===== src/hdl/fbpa_pkg.sv =====
// ----------------------------------------------------------------------------
// fbpa_pkg
// Shared types and constants of the fixed block pool allocator.
// ----------------------------------------------------------------------------
package fbpa_pkg;

  localparam int OFF_W       = 23;
  localparam int SIZE_W      = 16;
  localparam int MAX_BLOCKS  = 256;
  localparam int RST_COUNT   = 256;

  localparam logic [15:0] RST_REQ_SIZE = 16'd8;
  localparam logic [3:0]  RST_ALIGN    = 4'd3;
  localparam logic [8:0]  RST_BLOCKS   = 9'd256;

  localparam logic [SIZE_W-1:0] MIN_SIZE  = 16'd8;
  localparam logic [SIZE_W-1:0] MAX_SIZE  = 16'd32768;
  localparam logic [3:0]        MAX_ALIGN = 4'd12;

  // Input command codes.
  localparam logic [1:0] CMD_ALLOC   = 2'd0;
  localparam logic [1:0] CMD_FREE    = 2'd1;
  localparam logic [1:0] CMD_REBUILD = 2'd2;

  // Register indexes on the configuration port.
  localparam logic [1:0] REG_REQ_SIZE = 2'd0;
  localparam logic [1:0] REG_ALIGN    = 2'd1;
  localparam logic [1:0] REG_BLOCKS   = 2'd2;

  typedef enum logic [1:0] {
    OP_ALLOC   = 2'd0,
    OP_FREE    = 2'd1,
    OP_REBUILD = 2'd2,
    OP_NOP     = 2'd3
  } op_t;

  typedef enum logic [1:0] {
    ST_OK       = 2'd0,
    ST_EMPTY    = 2'd1,
    ST_RANGE    = 2'd2,
    ST_MISALIGN = 2'd3
  } status_t;

  typedef struct packed {
    op_t              op;
    logic [OFF_W-1:0] offset;
  } item_t;

  typedef struct packed {
    logic [OFF_W-1:0] alloc_offset;
    status_t          status;
  } res_t;

endpackage


===== src/hdl/fbpa_fifo.sv =====
// ----------------------------------------------------------------------------
// fbpa_fifo
// Two-entry synchronous queue used between the allocator's stages.
// ----------------------------------------------------------------------------
module fbpa_fifo #(
  parameter int W = 8
) (
  input  logic         clk,
  input  logic         rst,
  input  logic         wr_en,
  input  logic [W-1:0] wr_data,
  output logic         full,
  input  logic         rd_en,
  output logic [W-1:0] rd_data,
  output logic         empty
);

  logic [W-1:0] slot [2];
  logic         wr_ptr;
  logic         rd_ptr;
  logic [1:0]   count;
  logic         do_wr;
  logic         do_rd;

  assign full    = (count == 2'd2);
  assign empty   = (count == 2'd0);
  assign do_wr   = wr_en && !full;
  assign do_rd   = rd_en && !empty;
  assign rd_data = slot[rd_ptr];

  always_ff @(posedge clk) begin
    if (rst) begin
      wr_ptr <= 1'b0;
      rd_ptr <= 1'b0;
      count  <= 2'd0;
    end else begin
      if (do_wr) wr_ptr <= ~wr_ptr;
      if (do_rd) rd_ptr <= ~rd_ptr;
      if (do_wr && !do_rd) count <= count + 2'd1;
      else if (do_rd && !do_wr) count <= count - 2'd1;
    end
  end

  always_ff @(posedge clk) begin
    if (do_wr) slot[wr_ptr] <= wr_data;
  end

endmodule


===== src/hdl/fbpa_cfg.sv =====
// ----------------------------------------------------------------------------
// fbpa_cfg
// Configuration registers on the APB-style port, and the effective block
// size and block count derived from them.
// ----------------------------------------------------------------------------
module fbpa_cfg #(
  parameter int MAX_BLOCKS = fbpa_pkg::MAX_BLOCKS,
  localparam int CW = $clog2(MAX_BLOCKS + 1)
) (
  input  logic                        clk,
  input  logic                        rst,
  input  logic                        psel,
  input  logic                        penable,
  input  logic                        pwrite,
  input  logic [3:0]                  paddr,
  input  logic [31:0]                 pwdata,
  output logic [31:0]                 prdata,
  output logic                        pready,
  output logic [fbpa_pkg::SIZE_W-1:0] eff_size,
  output logic [CW-1:0]               eff_count
);

  logic [15:0] requested_block_size;
  logic [3:0]  align_log2;
  logic [8:0]  blocks_in_use;

  logic [1:0]                  reg_idx;
  logic                        wr_en;
  logic [fbpa_pkg::SIZE_W-1:0] req_clamped;
  logic [3:0]                  align_clamped;
  logic [fbpa_pkg::SIZE_W-1:0] mask;
  logic [fbpa_pkg::SIZE_W:0]   rounded;
  logic [31:0]                 count32;

  assign pready  = 1'b1;
  assign reg_idx = paddr[3:2];
  assign wr_en   = psel && penable && pwrite;

  always_ff @(posedge clk) begin
    if (rst) begin
      requested_block_size <= fbpa_pkg::RST_REQ_SIZE;
      align_log2           <= fbpa_pkg::RST_ALIGN;
      blocks_in_use        <= fbpa_pkg::RST_BLOCKS;
    end else if (wr_en) begin
      case (reg_idx)
        fbpa_pkg::REG_REQ_SIZE: requested_block_size <= pwdata[15:0];
        fbpa_pkg::REG_ALIGN:    align_log2           <= pwdata[3:0];
        fbpa_pkg::REG_BLOCKS:   blocks_in_use        <= pwdata[8:0];
        default: ;
      endcase
    end
  end

  always_comb begin
    case (reg_idx)
      fbpa_pkg::REG_REQ_SIZE: prdata = {16'd0, requested_block_size};
      fbpa_pkg::REG_ALIGN:    prdata = {28'd0, align_log2};
      fbpa_pkg::REG_BLOCKS:   prdata = {23'd0, blocks_in_use};
      default:                prdata = 32'd0;
    endcase
  end

  // Clamp the requested size and round it up to the alignment. The largest
  // alignment divides the largest size, so the result always fits 16 bits.
  always_comb begin
    if (requested_block_size < fbpa_pkg::MIN_SIZE) req_clamped = fbpa_pkg::MIN_SIZE;
    else if (requested_block_size > fbpa_pkg::MAX_SIZE) req_clamped = fbpa_pkg::MAX_SIZE;
    else req_clamped = requested_block_size;
    align_clamped = (align_log2 > fbpa_pkg::MAX_ALIGN) ? fbpa_pkg::MAX_ALIGN : align_log2;
    mask     = (fbpa_pkg::SIZE_W'(1) << align_clamped) - fbpa_pkg::SIZE_W'(1);
    rounded  = ({1'b0, req_clamped} + {1'b0, mask}) & ~{1'b0, mask};
    eff_size = rounded[fbpa_pkg::SIZE_W-1:0];
    count32  = (32'(blocks_in_use) > 32'(MAX_BLOCKS)) ? 32'(MAX_BLOCKS)
                                                      : 32'(blocks_in_use);
    eff_count = count32[CW-1:0];
  end

endmodule


===== src/hdl/fbpa_front.sv =====
// ----------------------------------------------------------------------------
// fbpa_front
// Accepts input items, classifies each command into an operation and holds
// the classified items in a short queue for the back end.
// ----------------------------------------------------------------------------
module fbpa_front (
  input  logic                       clk,
  input  logic                       rst,
  input  logic                       push,
  output logic                       full,
  input  logic [1:0]                 cmd,
  input  logic [fbpa_pkg::OFF_W-1:0] free_offset,
  input  logic                       free_is_null,
  input  logic                       q_pop,
  output logic                       q_empty,
  output fbpa_pkg::item_t            q_item
);

  fbpa_pkg::item_t                      item_in;
  logic [$bits(fbpa_pkg::item_t)-1:0]   q_data;

  // A null free and the unused command both end up as a plain no-op.
  always_comb begin
    item_in.offset = free_offset;
    case (cmd)
      fbpa_pkg::CMD_ALLOC:   item_in.op = fbpa_pkg::OP_ALLOC;
      fbpa_pkg::CMD_FREE:    item_in.op = free_is_null ? fbpa_pkg::OP_NOP : fbpa_pkg::OP_FREE;
      fbpa_pkg::CMD_REBUILD: item_in.op = fbpa_pkg::OP_REBUILD;
      default:               item_in.op = fbpa_pkg::OP_NOP;
    endcase
  end

  fbpa_fifo #(
    .W($bits(fbpa_pkg::item_t))
  ) u_item_q (
    .clk     (clk),
    .rst     (rst),
    .wr_en   (push),
    .wr_data (item_in),
    .full    (full),
    .rd_en   (q_pop),
    .rd_data (q_data),
    .empty   (q_empty)
  );

  assign q_item = fbpa_pkg::item_t'(q_data);

endmodule


===== src/hdl/fbpa_div.sv =====
// ----------------------------------------------------------------------------
// fbpa_div
// Restoring divider, one quotient bit per cycle, for the free offset check.
// ----------------------------------------------------------------------------
module fbpa_div (
  input  logic                        clk,
  input  logic                        rst,
  input  logic                        start,
  input  logic [fbpa_pkg::OFF_W-1:0]  dividend,
  input  logic [fbpa_pkg::SIZE_W-1:0] divisor,
  output logic                        done,
  output logic [fbpa_pkg::OFF_W-1:0]  quotient,
  output logic [fbpa_pkg::SIZE_W-1:0] remainder
);

  localparam int STEPS = fbpa_pkg::OFF_W;
  localparam int CNT_W = $clog2(STEPS + 1);

  logic                        busy;
  logic [CNT_W-1:0]            cnt;
  logic [fbpa_pkg::OFF_W-1:0]  dq;
  logic [fbpa_pkg::SIZE_W-1:0] rem;
  logic [fbpa_pkg::SIZE_W-1:0] dvs;
  logic [fbpa_pkg::SIZE_W:0]   trial;
  logic                        fits;
  logic [fbpa_pkg::SIZE_W:0]   diff;

  assign trial     = {rem, dq[fbpa_pkg::OFF_W-1]};
  assign fits      = (trial >= {1'b0, dvs});
  assign diff      = trial - {1'b0, dvs};
  assign quotient  = dq;
  assign remainder = rem;

  always_ff @(posedge clk) begin
    if (rst) begin
      busy <= 1'b0;
      done <= 1'b0;
      cnt  <= '0;
    end else begin
      done <= 1'b0;
      if (start) begin
        busy <= 1'b1;
        cnt  <= CNT_W'(STEPS);
      end else if (busy) begin
        cnt <= cnt - CNT_W'(1);
        if (cnt == CNT_W'(1)) begin
          busy <= 1'b0;
          done <= 1'b1;
        end
      end
    end
  end

  always_ff @(posedge clk) begin
    if (start) begin
      dq  <= dividend;
      rem <= '0;
      dvs <= divisor;
    end else if (busy) begin
      dq  <= {dq[fbpa_pkg::OFF_W-2:0], fits};
      rem <= fits ? diff[fbpa_pkg::SIZE_W-1:0] : trial[fbpa_pkg::SIZE_W-1:0];
    end
  end

endmodule


===== src/hdl/fbpa_back.sv =====
// ----------------------------------------------------------------------------
// fbpa_back
// Carries out classified items: pops and pushes the free list, checks freed
// offsets, and rebuilds the link memory one entry per cycle.
// ----------------------------------------------------------------------------
module fbpa_back #(
  parameter int MAX_BLOCKS = fbpa_pkg::MAX_BLOCKS,
  localparam int IW = (MAX_BLOCKS > 1) ? $clog2(MAX_BLOCKS) : 1,
  localparam int CW = $clog2(MAX_BLOCKS + 1)
) (
  input  logic                        clk,
  input  logic                        rst,
  input  logic                        q_empty,
  input  fbpa_pkg::item_t             q_item,
  output logic                        q_pop,
  input  logic [fbpa_pkg::SIZE_W-1:0] eff_size,
  input  logic [CW-1:0]               eff_count,
  input  logic                        res_full,
  output logic                        res_wr,
  output fbpa_pkg::res_t              res_data
);

  localparam int PW   = (IW + fbpa_pkg::SIZE_W > fbpa_pkg::OFF_W) ?
                        IW + fbpa_pkg::SIZE_W : fbpa_pkg::OFF_W;
  localparam int EW   = fbpa_pkg::SIZE_W + CW;
  localparam int CMPW = (EW > fbpa_pkg::OFF_W) ? EW : fbpa_pkg::OFF_W;
  localparam int RST_N = (fbpa_pkg::RST_COUNT < MAX_BLOCKS) ? fbpa_pkg::RST_COUNT : MAX_BLOCKS;

  typedef enum logic [2:0] {
    S_IDLE,
    S_ALLOC_RD,
    S_FREE_END,
    S_FREE_CMP,
    S_FREE_DIV,
    S_REBUILD,
    S_DONE
  } state_t;

  state_t                     state;
  logic [IW-1:0]              head;
  logic                       head_valid;
  logic [fbpa_pkg::OFF_W-1:0] cur_off;
  logic [fbpa_pkg::OFF_W-1:0] res_off;
  fbpa_pkg::status_t          res_status;
  logic [EW-1:0]              end_bytes;
  logic [CW-1:0]              reb_idx;
  logic [CW-1:0]              reb_n;
  logic                       reb_cmd;

  // Each entry holds the next index and a bit that is clear at the list end.
  logic [IW:0] link_mem [MAX_BLOCKS];
  logic [IW:0] mem_rdata;
  logic        mem_re;
  logic        mem_we;
  logic [IW-1:0] mem_waddr;
  logic [IW:0]   mem_wdata;

  logic                        start;
  logic [PW-1:0]               prod_alloc;
  logic                        div_start;
  logic                        div_done;
  logic [fbpa_pkg::OFF_W-1:0]  div_quo;
  logic [fbpa_pkg::SIZE_W-1:0] div_rem;
  logic                        out_of_range;
  logic                        reb_busy;

  assign start        = (state == S_IDLE) && !q_empty && !res_full;
  assign q_pop        = start;
  assign mem_re       = start && (q_item.op == fbpa_pkg::OP_ALLOC);
  assign prod_alloc   = PW'(head) * PW'(eff_size);
  assign out_of_range = (CMPW'(cur_off) >= CMPW'(end_bytes));
  assign div_start    = (state == S_FREE_CMP) && !out_of_range;
  assign reb_busy     = (state == S_REBUILD) && (reb_idx != reb_n);
  assign res_wr       = (state == S_DONE);
  assign res_data.alloc_offset = res_off;
  assign res_data.status       = res_status;

  always_comb begin
    mem_we    = 1'b0;
    mem_waddr = reb_idx[IW-1:0];
    mem_wdata = {IW'(reb_idx - CW'(1)), (reb_idx != '0)};
    if (reb_busy) begin
      mem_we = 1'b1;
    end else if (state == S_FREE_DIV && div_done && div_rem == '0) begin
      mem_we    = 1'b1;
      mem_waddr = div_quo[IW-1:0];
      mem_wdata = {head, head_valid};
    end
  end

  always_ff @(posedge clk) begin
    if (mem_we) link_mem[mem_waddr] <= mem_wdata;
    if (mem_re) mem_rdata <= link_mem[head];
  end

  fbpa_div u_div (
    .clk       (clk),
    .rst       (rst),
    .start     (div_start),
    .dividend  (cur_off),
    .divisor   (eff_size),
    .done      (div_done),
    .quotient  (div_quo),
    .remainder (div_rem)
  );

  always_ff @(posedge clk) begin
    if (rst) begin
      state      <= S_REBUILD;
      head_valid <= 1'b0;
      reb_idx    <= '0;
      reb_n      <= CW'(RST_N);
      reb_cmd    <= 1'b0;
    end else begin
      case (state)
        S_IDLE: begin
          if (start) begin
            cur_off    <= q_item.offset;
            res_off    <= '0;
            res_status <= fbpa_pkg::ST_OK;
            case (q_item.op)
              fbpa_pkg::OP_ALLOC: begin
                if (head_valid) begin
                  state <= S_ALLOC_RD;
                end else begin
                  res_status <= fbpa_pkg::ST_EMPTY;
                  state      <= S_DONE;
                end
              end
              fbpa_pkg::OP_FREE: state <= S_FREE_END;
              fbpa_pkg::OP_REBUILD: begin
                reb_idx <= '0;
                reb_n   <= eff_count;
                reb_cmd <= 1'b1;
                state   <= S_REBUILD;
              end
              default: state <= S_DONE;
            endcase
          end
        end
        S_ALLOC_RD: begin
          res_off    <= prod_alloc[fbpa_pkg::OFF_W-1:0];
          head       <= mem_rdata[IW:1];
          head_valid <= mem_rdata[0];
          state      <= S_DONE;
        end
        S_FREE_END: begin
          end_bytes <= EW'(eff_size) * EW'(eff_count);
          state     <= S_FREE_CMP;
        end
        S_FREE_CMP: begin
          if (out_of_range) begin
            res_status <= fbpa_pkg::ST_RANGE;
            state      <= S_DONE;
          end else begin
            state <= S_FREE_DIV;
          end
        end
        S_FREE_DIV: begin
          if (div_done) begin
            if (div_rem != '0) begin
              res_status <= fbpa_pkg::ST_MISALIGN;
            end else begin
              head       <= div_quo[IW-1:0];
              head_valid <= 1'b1;
            end
            state <= S_DONE;
          end
        end
        S_REBUILD: begin
          if (reb_busy) begin
            reb_idx <= reb_idx + CW'(1);
          end else begin
            head       <= IW'(reb_n - CW'(1));
            head_valid <= (reb_n != '0);
            state      <= reb_cmd ? S_DONE : S_IDLE;
          end
        end
        S_DONE: state <= S_IDLE;
        default: state <= S_IDLE;
      endcase
    end
  end

endmodule


===== src/hdl/fixed_block_pool_allocator.sv =====
// ----------------------------------------------------------------------------
// fixed_block_pool_allocator
// Pool of equal-size blocks managed through a LIFO free list of indices.
//
//   Channel   Handshake                Payload
//   input     push / full              cmd, free_offset, free_is_null
//   result    empty / pop              alloc_offset, status
//   config    psel, penable, pwrite    paddr, pwdata, prdata (pready high)
//
// Back end path per item: a no-op or an empty-pool alloc goes straight to
// its result; an alloc reads the link memory once; an out-of-range free stops
// at the end compare; any other free waits on the 23-step remainder divider;
// a rebuild of n blocks takes one link memory write per cycle.
// After reset the back end rebuilds min(256, MAX_BLOCKS) links, one per
// cycle; items are queued but not executed until it is done.
// A two-entry queue on each side lets input and results stall independently.
// ----------------------------------------------------------------------------
module fixed_block_pool_allocator #(
  parameter int MAX_BLOCKS = fbpa_pkg::MAX_BLOCKS
) (
  input  logic                       clk,
  input  logic                       rst,
  input  logic                       push,
  output logic                       full,
  input  logic [1:0]                 cmd,
  input  logic [fbpa_pkg::OFF_W-1:0] free_offset,
  input  logic                       free_is_null,
  output logic                       empty,
  input  logic                       pop,
  output logic [fbpa_pkg::OFF_W-1:0] alloc_offset,
  output logic [1:0]                 status,
  input  logic                       psel,
  input  logic                       penable,
  input  logic                       pwrite,
  input  logic [3:0]                 paddr,
  input  logic [31:0]                pwdata,
  output logic [31:0]                prdata,
  output logic                       pready
);

  localparam int CW = $clog2(MAX_BLOCKS + 1);

  logic [fbpa_pkg::SIZE_W-1:0]       eff_size;
  logic [CW-1:0]                     eff_count;
  logic                              q_pop;
  logic                              q_empty;
  fbpa_pkg::item_t                   q_item;
  logic                              res_full;
  logic                              res_wr;
  fbpa_pkg::res_t                    res_in;
  logic [$bits(fbpa_pkg::res_t)-1:0] res_q;
  fbpa_pkg::res_t                    res_out;

  fbpa_cfg #(
    .MAX_BLOCKS(MAX_BLOCKS)
  ) u_cfg (
    .clk       (clk),
    .rst       (rst),
    .psel      (psel),
    .penable   (penable),
    .pwrite    (pwrite),
    .paddr     (paddr),
    .pwdata    (pwdata),
    .prdata    (prdata),
    .pready    (pready),
    .eff_size  (eff_size),
    .eff_count (eff_count)
  );

  fbpa_front u_front (
    .clk          (clk),
    .rst          (rst),
    .push         (push),
    .full         (full),
    .cmd          (cmd),
    .free_offset  (free_offset),
    .free_is_null (free_is_null),
    .q_pop        (q_pop),
    .q_empty      (q_empty),
    .q_item       (q_item)
  );

  fbpa_back #(
    .MAX_BLOCKS(MAX_BLOCKS)
  ) u_back (
    .clk       (clk),
    .rst       (rst),
    .q_empty   (q_empty),
    .q_item    (q_item),
    .q_pop     (q_pop),
    .eff_size  (eff_size),
    .eff_count (eff_count),
    .res_full  (res_full),
    .res_wr    (res_wr),
    .res_data  (res_in)
  );

  fbpa_fifo #(
    .W($bits(fbpa_pkg::res_t))
  ) u_res_q (
    .clk     (clk),
    .rst     (rst),
    .wr_en   (res_wr),
    .wr_data (res_in),
    .full    (res_full),
    .rd_en   (pop),
    .rd_data (res_q),
    .empty   (empty)
  );

  assign res_out      = fbpa_pkg::res_t'(res_q);
  assign alloc_offset = res_out.alloc_offset;
  assign status       = res_out.status;

  // The back end only starts an item when its result has room to land.
  a_res_room: assert property (@(posedge clk) disable iff (rst)
    res_wr |-> !res_full)
    else $error("result written while the result queue is full");

  a_pop_valid: assert property (@(posedge clk) disable iff (rst)
    q_pop |-> !q_empty)
    else $error("item taken from an empty item queue");

  // Error results carry offset zero, as do all non-alloc items (not asserted).
  a_empty_zero: assert property (@(posedge clk) disable iff (rst)
    (!empty && status != fbpa_pkg::ST_OK) |-> (alloc_offset == '0))
    else $error("error result carries a nonzero offset");

endmodule

===== config.mk =====
export PLATFORM = sky130hd
export DESIGN_NAME = fixed_block_pool_allocator
export DESIGN_NICKNAME = d
export VERILOG_FILES = /design/src/hdl/fbpa_pkg.sv /design/src/hdl/fbpa_fifo.sv /design/src/hdl/fbpa_cfg.sv /design/src/hdl/fbpa_front.sv /design/src/hdl/fbpa_div.sv /design/src/hdl/fbpa_back.sv /design/src/hdl/fixed_block_pool_allocator.sv
export SDC_FILE = /design/constraint.sdc
export NUM_CORES = 2
export LEC_CHECK = 0
export BUFFER_PORTS_ARGS = -buffer_cell sky130_fd_sc_hd__buf_4
export CORE_MARGIN = 8
export CORE_UTILIZATION = 55
export DETAILED_ROUTE_END_ITERATION = 7
export GPL_ROUTABILITY_DRIVEN = 0
export PLACE_DENSITY = 0.73
export SLEW_MARGIN = 20
export SYNTH_ARGS = -nofsm -noshare
export SYNTH_HDL_FRONTEND = slang
export SYNTH_SLANG_ARGS = --single-unit
export TNS_END_PERCENT = 100

===== constraint.sdc =====
create_clock -name clk -period 11.74 [get_ports clk]
set_input_delay 0.587 -clock clk [delete_from_list [all_inputs] [get_ports clk]]
set_output_delay 0.587 -clock clk [all_outputs]
set_load 0.02 [all_outputs]

* Word-level counts from Yosys, hierarchy flattened
Memory sizes are Yosys's and may differ from the RTL's. A register that Yosys moved wholly into a read port is not among the register bits. Cells that the tools add are included.
Operators by class: shift operators 1, eq/ne operators 24, order comparisons 6, bitwise gates (word level) 8, reductions and logical operators 57, add/sub/neg operators 11, multiplexer cells 65, multipliers 2, div/mod/pow operators 0
Operators with widths (count):
- 23-bit two-way mux | 3
- 9-bit two-way mux | 6
- 16-bit two-way mux | 3
- 16-bit one-hot mux with 3 select lines | 1
- 23-bit one-hot mux with 2 select lines | 1
- 8-bit two-way mux | 5
- 23-bit by 25-bit >= comparator with 1-bit output | 1
- 16-bit by 9-bit multiplier with 25-bit output | 1
- 8-bit one-hot mux with 3 select lines | 1
- 8-bit by 16-bit multiplier with 23-bit output | 1
- 2-bit two-way mux | 11
- 1-bit two-way mux | 20
- 3-bit one-hot mux with 6 select lines | 1
- 9-bit one-hot mux with 2 select lines | 1
- 9-bit nonzero test | 2
- 17-bit by 16-bit >= comparator with 1-bit output | 1
- 1-bit logical AND | 17
- 16-bit adder | 1
- 16-bit AND | 1
- 16-bit > comparator, second input constant | 1
- 16-bit logical NOT | 1
- 16-bit by 4-bit less-than comparator with 1-bit output, second input constant | 1
- 16-bit NOT | 1
- 16-bit nonzero test | 1
- 38 further kinds | 91
Word-level totals: bits in registers 203, bits of input ports 69, memories kept 3, bits in writable memories 2404, output and inout bits 60, logic and storage cells 203, bits in latches 0, bits in read-only memories 0
Memories:
- u_back.link_mem | depth 256, width 9, read ports 1, clocked after Yosys merged registers in 1, wr ports 1, RTL line fbpa_back.sv:51 | logic [IW:0] link_mem [MAX_BLOCKS];
- u_front.u_item_q.slot | depth 2, width 25, read ports 1, clocked after Yosys merged registers in 1, wr ports 1, RTL line fbpa_fifo.sv:18 | logic [W-1:0] slot [2];
- u_res_q.slot | depth 2, width 25, read ports 1, clocked after Yosys merged registers in 1, wr ports 1, RTL line fbpa_fifo.sv:18

* Depth between registers and ports, before layout
word-level depth 8, depth in mapped cells 36, depth with buffers taken out 33

* Modules after synthesis
From an unflattened synthesis, not the netlist that was laid out.
Unflattened totals: cell total of the unflattened synthesis 6022, area total of the unflattened synthesis 112434.1 um2
Modules (own cells, without submodules):
- fbpa_back | cells each 5149, seq. area each 72349.4 um2, area each 102490.8 um2, times used 1
- fbpa_fifo | cells each 103, seq. area each 1601.5 um2, area each 2018.2 um2, times used 2
- fbpa_div | cells each 334, seq. area each 1631.6 um2, area each 3438.3 um2, times used 1
- fbpa_cfg | cells each 331, seq. area each 580.6 um2, area each 2457.4 um2, times used 1
- fbpa_front | cells each 2, seq. area each 0.0 um2, area each 11.3 um2, times used 1

* Least setup slack after synthesis
No wires, ideal clock.
kind register to register, from register u_back.u_div.rem (netlist bit u_back.u_div.remainder[12]), to memory u_back.link_mem[0][7] (netlist bit) (data pin), slack 1575 ps, arrival time 8586 ps, data required time 10161 ps, setup time 1579 ps, stages on the path, launching flop included 8, clock period less this slack 10165 ps, path buffers 3, cells stage by stage dfxtp_1 -> nor4_1 -> nand4_1 -> or3_1 -> clkbuf_1 -> clkbuf_1 -> clkbuf_1 -> a21oi_1
Between the ends: word-level cells in the longest chain between the ends 4
RTL lines:
- from (decl) | RTL line fbpa_div.sv:22 | logic [fbpa_pkg::SIZE_W-1:0] rem;
- from (signal assigned) | RTL line fbpa_div.sv:61 | rem <= fits ? diff[fbpa_pkg::SIZE_W-1:0] : trial[fbpa_pkg::SIZE_W-1:0];
- 16-bit logical NOT | RTL line fbpa_back.sv:84 | end else if (state == S_FREE_DIV && div_done && div_rem == '0) begin
- 1-bit logical AND | RTL line fbpa_back.sv:84
- 9-bit two-way mux | RTL line fbpa_back.sv:84
- 9-bit two-way mux | RTL line fbpa_back.sv:82 | if (reb_busy) begin
- net u_back.mem_wdata[7] | RTL line fbpa_back.sv:56 | logic [IW:0] mem_wdata;
- to (decl) | RTL line fbpa_back.sv:51
The timed path passes the listed nets, and every way through them passes these cells.

* Worst setup path after layout
from register u_cfg.align_log2[3], to register u_back.end_bytes[23] (data pin)
Between the ends: word-level cells in the longest chain between the ends 7, elaborated cells on any way between the ends 8, those cells by class add/sub (2); mul (1); order compare (1); shift (1); mux (1); bitwise (2)
RTL lines:
- from (decl) | RTL line fbpa_cfg.sv:24 | logic [3:0] align_log2;
- from (signal assigned) | RTL line fbpa_cfg.sv:42 | align_log2 <= fbpa_pkg::RST_ALIGN;
- from (signal assigned) | RTL line fbpa_cfg.sv:47 | fbpa_pkg::REG_ALIGN: align_log2 <= pwdata[3:0];
- 4-bit > comparator | RTL line fbpa_cfg.sv:69 | align_clamped = (align_log2 > fbpa_pkg::MAX_ALIGN) ? fbpa_pkg::MAX_ALIGN : align_log2;
- 4-bit two-way mux * | RTL line fbpa_cfg.sv:69
- 1-bit by 4-bit left shift with 16-bit output * | RTL line fbpa_cfg.sv:70 | mask = (fbpa_pkg::SIZE_W'(1) << align_clamped) - fbpa_pkg::SIZE_W'(1);
- 16-bit by 2-bit subtractor with 16-bit output * | RTL line fbpa_cfg.sv:70
- 16-bit adder or 16-bit NOT (tied branches) | RTL line fbpa_cfg.sv:71 | rounded = ({1'b0, req_clamped} + {1'b0, mask}) & ~{1'b0, mask};
- 16-bit AND * | RTL line fbpa_cfg.sv:71
- 16-bit by 9-bit multiplier with 25-bit output * | RTL line fbpa_back.sv:148 | end_bytes <= EW'(eff_size) * EW'(eff_count);
- to (signal assigned) | RTL line fbpa_back.sv:148
- to (decl) | RTL line fbpa_back.sv:45 | logic [EW-1:0] end_bytes;
Every way passes the cells marked *; elsewhere a longest branch is shown, timed or not. A chain may end at the register's enable or synchronous reset.

==> metrics.txt <==
share of the synthesized area in the top cell type=0.6790; largest net degree at the start of global routing=257; RSZ-0062 raised after global routing=no; clk_lat worst skew=0.92 ns; DRC violations left=0; CP endpoint kind=register; Synth Flop Type=edfxtp_1; Async S/R FF share, synth=0; Critical Path Start Type=register; PwrDens=199.3 nW/um^2; number of max-cap violations=0; setup tns final=0 ns; clk buf depth=4; via-per-instance ratio=6.331; Routed Antenna Nets=0; Post-Place Cells=8449; commonest non-fill, non-tap cell in the layout=edfxtp_1; Clk pin slew, worst setup/hold paths=0.06 ns; final hold vios=0; TritonRoute pass-1 iters=5; share of post-route cells with drive strength above 1=0.2269; Final period util=0.7987; Worst Skew=0.06768 ns; Non-Filler Instances=8967; Mapped Cells=5920; status=completed; I/O Pins=129; number of global-route vias before repair=57450; Slew Viols, Final=0; Pwr Total=24830 uW; first-pass GRT wire length=381200 um; GRT Resource Usage Total=0.2348; main area contributors after synthesis=edfxtp_1 (68%), mux4_2 (15%), fa_1 (3.3%); final core utilization=0.6157; total CTS buffers=276; Starting Density=0.5537; most frequent cells in the layout=edfxtp_1 (2533), mux4_2 (765), nor2_1 (405), inv_1 (288), clkbuf_16 (283); Crit path arrival time=9.98 ns; Slowest cell on crit path=nor2_1; CTS tree=done; Mapped Avg Cell Area=18.92 sq um; dpl hpwl=151400 um; Rows=165; post-synth top area cell=edfxtp_1; Hold-fix buffers, CTS=41; initial antenna violation count=9; final instance area=124600 sq um; Iter 0 DRT Violations=6518; endpoints failing setup=0; worst stage delay on the critical path=0.93 ns; grt ovf=0; Leakage=0.04134 uW; Peak VDD IR=266.8 uV; CTS H-tree depth=5; area growth from synthesis to layout=11.20%; final WL=258100 um; Seq/Total Area, Yosys=0.6942; Vias=56770; relative slew slack=0.1300; cts repair resizes=0; HP Class=input pin to register; Top cell by count, worst path=inv_1; Ys Warns=0; worst-margin pin slew=1.305 ns; crit path max fanout=14; Post-Synthesis Cell Area=112000 sq um; chip width=467.3 um; Req. time, crit path=12.35 ns; NumNets Final=6502; DIE HEIGHT=467.3 um; CTS Sinks=2618; number of synthesized register bits=2618; root buffer cell=clkbuf_16; WL/cell=28.79 um; DP Area=115700 sq um; fmax=0.1066 GHz; EDFF count, synth=2533; synth unique cells=68; PortBufs=93; Fill cells=13840; number of post-CTS setup repair buffers=0; worst setup path category=register to register; die area=218400 sq um; fin crit period=9.377 ns; Core Region=202300 sq um
-- sequential cells by signal, summed over array words and instances, names as in the netlist, 3 cells and up, named ones only --
signal and cells:
u_back.link_mem 2304, u_front.u_item_q.slot 50, u_res_q.slot 50, u_back.end_bytes 25
u_back.cur_off 23, u_back.res_off 23, u_back.u_div.quotient 23, u_back.u_div.dvs 16
u_back.u_div.remainder 16, u_cfg.requested_block_size 16, u_back.mem_rdata 9, u_back.reb_idx 9
u_back.reb_n 9, u_cfg.blocks_in_use 9, u_back.head 8, u_back.u_div.cnt 5
u_cfg.align_log2 4, u_back.state 3
-- layout make-up --
class,instances,area [sq um],area share
inverters,289,1085,0.008708
repair buffers,219,2001,0.01606
clock buffers,353,7375,0.05920
multi-input cells,2697,32060,0.2573
diodes,6,15.01,0.0001205
clock inverters,113,932.1,0.007483
well taps,2672,3343,0.02684
flip-flops and latches,2618,77770,0.6243
-- kinds of logic after synthesis --
family | share of synthesized area
multiplexers | 0.1648
AND/OR/NAND/NOR | 0.04564
other | 0.00006704
AO/OA/AOI/OAI | 0.01652
XOR/XNOR | 0.007237
flip-flops | 0.6942
buffers and inverters | 0.02217
adder cells (fa/ha/maj) | 0.04941
-- through the flow --
| step | setup WS, ns | hold slack, ns |
|---|---|---|
| 3_5_place_dp | 2.542 | 0.4296 |
| 5_1_grt | 1.924 | 0.06766 |
| 4_1_cts | 2.514 | 0.01606 |
| 2_1_floorplan | 1.575 | 0.4215 |
| 6_report | 2.363 | 0.07966 |
| 3_3_place_gp | 2.667 | 0.4241 |
-- power breakdown --
part           internal [uW]  switching [uW]
Combinational           1280            3190
Sequential             12100            62.9
Clock                   4770            3450
Total                  18100            6700
-- layer usage --
metal	wire length, um	share of wire	track usage
met1	101100	0.39	0.3261
met2	126200	0.49	0.3797
met3	21760	0.084	0.04552
met4	9106	0.035	0.07717
met5	27	0.00010	0
-- worst max-delay path: cells and delay by family, from the launching register on --
family	cells	cell delay (ns)
AOI/OAI and AO/OA	6	1.71
DFF	1	0.46
and+or+nand+nor	11	2.95
buffers and inverters	6	0.73
xor gates and xnor gates	1	0.22
adders and majority gates	7	3.04
-- synth_stat cells (6+ instances only) --
| library cell | number |
|---|---|
| o21a_1 | 19 |
| o31ai_1 | 11 |
| or2_2 | 19 |
| a211oi_1 | 24 |
| dfxtp_1 | 85 |
| and3b_1 | 7 |
| buf_4 | 17 |
| nand3_1 | 41 |
| buf_2 | 65 |
| nor3b_1 | 11 |
| nand3b_1 | 10 |
| mux2i_1 | 42 |
| nor4_1 | 14 |
| and2_1 | 95 |
| nand2b_1 | 42 |
| a31oi_1 | 11 |
| a21boi_0 | 6 |
| mux4_2 | 765 |
| buf_1 | 42 |
| xnor2_1 | 51 |
| a21o_1 | 25 |
| nand4_1 | 15 |
| mux2_2 | 72 |
| inv_1 | 289 |
| nor2_1 | 412 |
| edfxtp_1 | 2533 |
| ha_1 | 148 |
| a21oi_1 | 86 |
| fa_1 | 184 |
| nor3_1 | 67 |
| o21ai_0 | 67 |
| o211ai_1 | 8 |
| nand2_1 | 228 |
| and3_1 | 61 |
| or3_1 | 13 |
| xor2_1 | 39 |
| nor2b_1 | 34 |
| clkbuf_1 | 207 |
-- path summary, 6_finish.rpt --
check                                                      start                                      to  slack (ns)  depth (start not counted)
worst min-delay path                                free_is_null  u_front.u_item_q.slot[1][24]$_DFFE_PP_        0.08                          2
worst min register to register   u_back.res_off[0]$_SDFFCE_PP0P_            u_res_q.slot[0][2]$_DFFE_PP_        0.44                          0
worst max-delay path            u_cfg.align_log2[3]$_SDFFE_PP0P_          u_back.end_bytes[23]$_DFFE_PP_        2.36                         31
worst max register to register  u_cfg.align_log2[3]$_SDFFE_PP0P_          u_back.end_bytes[23]$_DFFE_PP_        2.36                         31
No activity file was read; power rests on OpenSTA's default activity.
